===== config.mk =====
export PLATFORM = sky130hd
export DESIGN_NAME = btpc_mdu
export DESIGN_NICKNAME = d
export VERILOG_FILES = /design/src/rtl/btpc_pkg.sv /design/src/rtl/btpc_mdu.sv
export SDC_FILE = /design/constraint.sdc
export NUM_CORES = 2
export LEC_CHECK = 0
export BUFFER_PORTS_ARGS = -buffer_cell sky130_fd_sc_hd__buf_2
export CAP_MARGIN = 20
export CORE_ASPECT_RATIO = 1.75
export CORE_MARGIN = 2
export CORE_UTILIZATION = 50
export DETAILED_ROUTE_END_ITERATION = 12
export PLACE_DENSITY = 0.67
export SYNTH_ARGS = -nofsm -noshare
export SYNTH_HDL_FRONTEND = slang
export SYNTH_SLANG_ARGS = --single-unit

===== constraint.sdc =====
create_clock -name aclk -period 17.9 [get_ports aclk]
set_input_delay 2.685 -clock aclk [delete_from_list [all_inputs] [get_ports aclk]]
set_output_delay 2.685 -clock aclk [all_outputs]
set_load 0.005 [all_outputs]

===== src/rtl/btpc_pkg.sv =====
// ----------------------------------------------------------------------------
// Barometric compensation package
// Types, constants and helper functions shared by the compensation block.
// ----------------------------------------------------------------------------
package btpc_pkg;

    localparam int unsigned DATA_W    = 64;
    localparam int unsigned TEMP_W    = 32;
    localparam int unsigned RAW_W     = 20;
    localparam int unsigned CALIB_W   = 48;
    localparam int unsigned CFG_IDX_W = 8;
    localparam int unsigned DIGIT_W   = 16;
    localparam int unsigned MUL_STEPS = DATA_W / DIGIT_W;
    localparam int unsigned DIV_STEPS = DATA_W;
    localparam int unsigned CNT_W     = $clog2(DIV_STEPS);

    localparam logic [CFG_IDX_W-1:0] CFG_TEMP_CALIB  = 8'd0;
    localparam logic [CFG_IDX_W-1:0] CFG_PRESS_CAL_A = 8'd1;
    localparam logic [CFG_IDX_W-1:0] CFG_PRESS_CAL_B = 8'd2;
    localparam logic [CFG_IDX_W-1:0] CFG_PRESS_CAL_C = 8'd3;

    localparam logic [DATA_W-1:0] FINE_OFFSET = 64'd128000;
    localparam logic [DATA_W-1:0] RAW_BASE    = 64'd1048576;
    localparam logic [DATA_W-1:0] PRESS_SCALE = 64'd3125;
    localparam logic [DATA_W-1:0] V1_BIAS     = 64'h0000_8000_0000_0000;
    localparam logic [TEMP_W-1:0] TEMP_ROUND  = 32'd128;

    typedef enum logic [0:0] {
        MDU_OP_MUL,
        MDU_OP_DIV
    } mdu_op_t;

    typedef struct packed {
        logic    start;
        mdu_op_t op;
    } mdu_req_t;

    typedef struct packed {
        logic done;
    } mdu_rsp_t;

    typedef enum logic [2:0] {
        MDU_IDLE,
        MDU_MUL,
        MDU_DIV,
        MDU_FIX,
        MDU_DONE
    } mdu_state_t;

    typedef enum logic [2:0] {
        ST_IDLE,
        ST_ISSUE,
        ST_WAIT,
        ST_SUM,
        ST_OUT
    } seq_state_t;

    typedef enum logic [3:0] {
        STP_T0,
        STP_T1,
        STP_T2,
        STP_P0,
        STP_P1,
        STP_P2,
        STP_P3,
        STP_P4,
        STP_P5,
        STP_P6,
        STP_P7,
        STP_P8,
        STP_P9,
        STP_P10
    } step_t;

    function automatic logic [DATA_W-1:0] asr64(input logic [DATA_W-1:0] x,
                                               input int unsigned sh);
        return DATA_W'($signed(x) >>> sh);
    endfunction

    function automatic logic [TEMP_W-1:0] asr32(input logic [TEMP_W-1:0] x,
                                               input int unsigned sh);
        return TEMP_W'($signed(x) >>> sh);
    endfunction

    function automatic logic [DATA_W-1:0] sext16(input logic [15:0] w);
        return {{(DATA_W-16){w[15]}}, w};
    endfunction

endpackage


===== src/rtl/btpc_mdu.sv =====
// ----------------------------------------------------------------------------
// Shared multiply and divide unit
// 64-bit multiply in 16-bit digits and signed restoring division, one step
// per cycle; result holds until the next start.
// ----------------------------------------------------------------------------
module btpc_mdu import btpc_pkg::*; (
    input  logic              aclk,
    input  logic              aresetn,
    input  mdu_req_t          req,
    input  logic [DATA_W-1:0] opa,
    input  logic [DATA_W-1:0] opb,
    output mdu_rsp_t          rsp,
    output logic [DATA_W-1:0] result
);

    mdu_state_t        state_reg, state_next;
    logic [CNT_W-1:0]  cnt_reg, cnt_next;
    logic [DATA_W-1:0] acc_reg, acc_next;
    logic [DATA_W-1:0] mcand_reg, mcand_next;
    logic [DATA_W-1:0] mplier_reg, mplier_next;
    logic [DATA_W-1:0] rem_reg, rem_next;
    logic              neg_reg, neg_next;

    logic [DATA_W-1:0] partial;
    logic [DATA_W-1:0] rem_shift;
    logic [DATA_W-1:0] rem_diff;
    logic              rem_ge;
    logic [DATA_W-1:0] abs_a;
    logic [DATA_W-1:0] abs_b;

    assign partial   = DATA_W'(mcand_reg * mplier_reg[DIGIT_W-1:0]);
    assign rem_shift = {rem_reg[DATA_W-2:0], mcand_reg[DATA_W-1]};
    assign rem_diff  = rem_shift - mplier_reg;
    assign rem_ge    = (rem_shift >= mplier_reg);
    assign abs_a     = opa[DATA_W-1] ? (~opa + 1'b1) : opa;
    assign abs_b     = opb[DATA_W-1] ? (~opb + 1'b1) : opb;
    assign result    = acc_reg;

    always_comb begin
        state_next  = state_reg;
        cnt_next    = cnt_reg;
        acc_next    = acc_reg;
        mcand_next  = mcand_reg;
        mplier_next = mplier_reg;
        rem_next    = rem_reg;
        neg_next    = neg_reg;
        rsp.done    = 1'b0;
        case (state_reg)
            MDU_IDLE: begin
                if (req.start) begin
                    cnt_next = '0;
                    if (req.op == MDU_OP_DIV) begin
                        mcand_next  = abs_a;
                        mplier_next = abs_b;
                        rem_next    = '0;
                        neg_next    = opa[DATA_W-1] ^ opb[DATA_W-1];
                        state_next  = MDU_DIV;
                    end else begin
                        acc_next    = '0;
                        mcand_next  = opa;
                        mplier_next = opb;
                        state_next  = MDU_MUL;
                    end
                end
            end
            MDU_MUL: begin
                acc_next    = acc_reg + partial;
                mcand_next  = mcand_reg << DIGIT_W;
                mplier_next = mplier_reg >> DIGIT_W;
                cnt_next    = cnt_reg + 1'b1;
                if (cnt_reg == CNT_W'(MUL_STEPS - 1)) begin
                    state_next = MDU_DONE;
                end
            end
            MDU_DIV: begin
                rem_next   = rem_ge ? rem_diff : rem_shift;
                mcand_next = {mcand_reg[DATA_W-2:0], rem_ge};
                cnt_next   = cnt_reg + 1'b1;
                if (cnt_reg == CNT_W'(DIV_STEPS - 1)) begin
                    state_next = MDU_FIX;
                end
            end
            MDU_FIX: begin
                acc_next   = neg_reg ? (~mcand_reg + 1'b1) : mcand_reg;
                state_next = MDU_DONE;
            end
            MDU_DONE: begin
                rsp.done   = 1'b1;
                state_next = MDU_IDLE;
            end
            default: begin
                state_next = MDU_IDLE;
            end
        endcase
    end

    always_ff @(posedge aclk) begin
        if (!aresetn) begin
            state_reg <= MDU_IDLE;
        end else begin
            state_reg <= state_next;
        end
    end

    always_ff @(posedge aclk) begin
        cnt_reg    <= cnt_next;
        acc_reg    <= acc_next;
        mcand_reg  <= mcand_next;
        mplier_reg <= mplier_next;
        rem_reg    <= rem_next;
        neg_reg    <= neg_next;
    end

endmodule


==> impl_summary.md <==
Status
The run finished with clean final reports.

Clocking
The clock sink count is 265. The number of buffers created by CTS is 34. TritonCTS built the clock tree. The clock latency on the worst-skew pair is around 0.60 ns. The tree is rooted in a sky130_fd_sc_hd__clkbuf_16.

Counting along the longest clock path gives a buffer depth of 3. In this run the number of H-tree levels came out at 2. The clock transition at the register clock pins on the worst setup and hold paths after CTS is ~0.080 ns. The post-CTS setup-driven buffer insertion count is 0. Hold repair after CTS inserted 0 buffers.

Once the clock tree was built, the resizer swapped 0 gates to a different size.

Synthesis
The cell count after synthesis came out at 5,609. The number of different library cells in the post-synthesis netlist is just over 70. In the synthesized netlist the async set-or-reset flop fraction comes to 0. The per-instance average area after synthesis is 8.57 µm².

In this run the cell area of the synthesized design comes to between 40,000 and 50,000 µm². The number of nets in the synthesized netlist is 6,725. For this run, the register share of the synthesized area comes to 0.165. The primary flip-flop cell chosen by synthesis mapping is sky130_fd_sc_hd__edfxtp_1. The post-synthesis register bit count is 265. The Yosys warning count is 0.

The number of enable-type register cells in the synthesized netlist is 262.

GRT
The total global routing overflow is 0. In the global route stage, met3 resource usage came out at 0.0489. The global-route wire length before repair is about 240,000 µm. The peak-usage layer in the global routing report is met2. For this run, global-route usage on met2 was measured as 0.575.

The largest net degree at the start of global routing is 120. The via count of the first global-routing pass is 42,800. The overall track demand over capacity in global routing is 0.326. The number of antenna violations at the first check in global routing was 16. For met1 alone, demand over resource in global routing was 0.355.

Final layout
The relative area change from synthesis to final layout is 6.47%. The share of final-layout standard cells stronger than drive strength 1 is 0.0647. For this run, the post-layout net count is 6,704.

Critical path
The path type of the worst setup path is flop to flop. The critical path data required time is 18.19 ns. The arrival time of the worst setup path is 9.38 ns. In this run the worst path has a maximum fanout of 42. Across all register-to-register paths, the minimum setup slack is about 8.8 ns. The most critical setup path has its startpoint at mplier_reg[5]. Measured in cells, the most critical reg-to-reg path has a length of 24. The critical path launch point type is a flop.

The endpoint kind of the worst setup timing path is a flop. The endpoint of the lowest-slack register-to-register path is result[63]. The launch point of the worst reg-to-reg path is mplier_reg[5].

Placement
The final estimated routing congestion in global placement is 0.965. At the placement stage, the worst setup path has a slack of 9.17 ns. Input and output buffers added on the ports amount to 196. Detailed placement finished with a half-perimeter wire length of 118,000 µm.

Timing
In the post-route analysis, the smallest setup slack over all paths is 8.81 ns. The final count of negative-setup-slack endpoints is 0. Setup repair after global routing left no endpoint under its margin. Headroom to the max-slew limit came out at 0.191.

The final hold violation count was 0. The worst path in the final design needs a cycle of 9.09 ns, including I/O delays and setup. Clock skew on the completed layout was measured at between 0.03 and 0.04 ns. Setup total negative slack on the finished layout was measured at 0 ns. The number of max-slew violations in the final report was 0. The final worst-path cycle share is 0.508. The fmax is 0.110 GHz. At the pin with the least slew margin, the transition time is 1.21 ns.

Routing
The total via count after detailed routing is 39,700. The count of nets left with antenna violations once routing finished came out at 0. The number of DRC violations after detailed routing is 0. The total wire length is 157,000 µm. The detailed-route vias per instance is 5.80. For this run, the detailed router's first-pass iteration total came to 8. The routed wire length per instance is 23.0 µm.

The starting DRC count in detailed routing is 2,931.

Hold path
The source of the worst hold timing path is mplier_reg[28]. Counting instances, the worst hold path has a depth of 2. The class of the tightest hold or removal check is flop to flop.

The hold-critical path endpoint is mplier_reg[12].

Floorplan
The initial standard-cell utilization of the core is 0.504. The height of the chip is 414 µm. The top-level I/O count is 197. The floorplan core area is 95,300 µm². The total number of placement rows is 150. The floorplan die area is 98,700 µm². The overall die width is 238 µm.

Run
The max-capacitance violation count is 0.
## cell type report
cell class / count / area, µm²
Clock buffer: 40 / 895
Tap cell: 1216 / 1520
Inverter: 1169 / 4390
Sequential cell: 265 / 7930
Timing Repair Buffer: 286 / 1740
Multi-Input combinational cell: 3832 / 34500
Fill cell: 8976 / 44200
Antenna cell: 13 / 32.5
Clock inverter: 17 / 149
## critical path, cell delays in order (launching register included)
cell	delay, ns
sky130_fd_sc_hd__edfxtp_1	0.86
sky130_fd_sc_hd__buf_4	0.65
sky130_fd_sc_hd__and2_1	0.26
sky130_fd_sc_hd__fa_1	0.43
sky130_fd_sc_hd__inv_1	0.08
sky130_fd_sc_hd__fa_1	0.43
sky130_fd_sc_hd__fa_1	0.52
sky130_fd_sc_hd__inv_1	0.06
sky130_fd_sc_hd__fa_1	0.50
sky130_fd_sc_hd__fa_1	0.50
sky130_fd_sc_hd__inv_1	0.05
sky130_fd_sc_hd__fa_1	0.49
sky130_fd_sc_hd__inv_1	0.05
sky130_fd_sc_hd__ha_1	0.37
sky130_fd_sc_hd__a21oi_1	0.23
sky130_fd_sc_hd__o21ai_0	0.17
sky130_fd_sc_hd__a2111o_1	0.37
sky130_fd_sc_hd__a21oi_1	0.55
sky130_fd_sc_hd__o21ai_0	0.39
sky130_fd_sc_hd__a41oi_1	0.74
sky130_fd_sc_hd__o21ai_0	0.23
sky130_fd_sc_hd__a21oi_1	0.39
sky130_fd_sc_hd__o31ai_1	0.15
sky130_fd_sc_hd__xnor2_1	0.20
sky130_fd_sc_hd__a21oi_1	0.08
## logic make-up after synthesis
group | synth area share
and+or+nand+nor | 0.156
buffers and inverters | 0.118
muxes | 0.00916
DFF | 0.165
xor gates and xnor gates | 0.0601
adders and majority gates | 0.383
AOI/OAI and AO/OA | 0.108
## Yosys cell counts, types with 39 or more instances
cell / instances / share of area
sky130_fd_sc_hd__a211oi_1: 39 / 0.0061
sky130_fd_sc_hd__a21o_1: 72 / 0.011
sky130_fd_sc_hd__a21oi_1: 213 / 0.022
sky130_fd_sc_hd__a22oi_1: 50 / 0.0078
sky130_fd_sc_hd__and2_1: 260 / 0.034
sky130_fd_sc_hd__clkbuf_1: 309 / 0.024
sky130_fd_sc_hd__edfxtp_1: 262 / 0.16
sky130_fd_sc_hd__fa_1: 815 / 0.34
sky130_fd_sc_hd__ha_1: 169 / 0.044
sky130_fd_sc_hd__inv_1: 1168 / 0.091
sky130_fd_sc_hd__mux2i_1: 44 / 0.0092
sky130_fd_sc_hd__nand2_1: 835 / 0.065
sky130_fd_sc_hd__nor2_1: 277 / 0.022
sky130_fd_sc_hd__nor3_1: 45 / 0.0047
sky130_fd_sc_hd__o21ai_0: 219 / 0.023
sky130_fd_sc_hd__o31ai_1: 44 / 0.0069
sky130_fd_sc_hd__xnor2_1: 190 / 0.035
sky130_fd_sc_hd__xor2_1: 140 / 0.026
## stage by stage
stage	instance area (µm²)	hold slack [ns]	instances	util
after floorplan	48100	0.522	5609	-
after global placement	50000	0.559	6763	0.524
after detailed placement	50000	0.581	6765	0.525
after CTS	51100	0.597	6822	0.536
after global routing	51200	0.622	6835	0.537
final	51200	0.596	6838	0.537
## layer usage
metal | vias up | wire (µm)
met3 | 612 | 11300
li1 | 17300 | -
met1 | 19900 | 53200
met5 | - | 50
met2 | 1824 | 80000
met4 | 8 | 12800
## worst max-delay path by stage
stage / endpoint / cells after the start
after CTS: result[63] / 24
after detailed placement: result[63] / 22
after global routing: result[61] / 22
after floorplan: rem_reg[0] / 3
after global placement: result[63] / 22
final: result[63] / 24
## placed cells by master (no fill, tap or decap), types with 6 or more instances in the layout
cell type / n
sky130_fd_sc_hd__nor2_1: 275
sky130_fd_sc_hd__nand4_1: 38
sky130_fd_sc_hd__o21bai_1: 34
sky130_fd_sc_hd__o41ai_1: 27
sky130_fd_sc_hd__or4_1: 20
sky130_fd_sc_hd__xnor2_1: 190
sky130_fd_sc_hd__clkbuf_16: 35
sky130_fd_sc_hd__a22oi_1: 50
sky130_fd_sc_hd__o31ai_1: 44
sky130_fd_sc_hd__clkinv_1: 7
sky130_fd_sc_hd__ha_1: 169
sky130_fd_sc_hd__and2_1: 260
sky130_fd_sc_hd__nor4_1: 20
sky130_fd_sc_hd__o211ai_1: 14
sky130_fd_sc_hd__a211oi_1: 39
sky130_fd_sc_hd__mux2i_1: 44
sky130_fd_sc_hd__and3_1: 13
sky130_fd_sc_hd__o21ai_0: 219
sky130_fd_sc_hd__nor3_1: 42
sky130_fd_sc_hd__buf_4: 85
sky130_fd_sc_hd__edfxtp_1: 262
sky130_fd_sc_hd__o21a_1: 12
sky130_fd_sc_hd__nand2_1: 833
sky130_fd_sc_hd__a31oi_1: 25
sky130_fd_sc_hd__nand3_1: 38
sky130_fd_sc_hd__a21o_1: 72
sky130_fd_sc_hd__inv_1: 1168
sky130_fd_sc_hd__nand2b_1: 22
sky130_fd_sc_hd__or2_2: 8
sky130_fd_sc_hd__o22ai_1: 30
sky130_fd_sc_hd__a221oi_1: 6
sky130_fd_sc_hd__diode_2: 13
sky130_fd_sc_hd__nor2b_1: 18
sky130_fd_sc_hd__or3_1: 28
sky130_fd_sc_hd__a21oi_1: 212
sky130_fd_sc_hd__fa_1: 815
sky130_fd_sc_hd__xor2_1: 140
sky130_fd_sc_hd__buf_2: 196
Power is left out: the tool's default activity adds up to more than one toggle a clock period on the data nets, which glitch-free logic cannot reach.
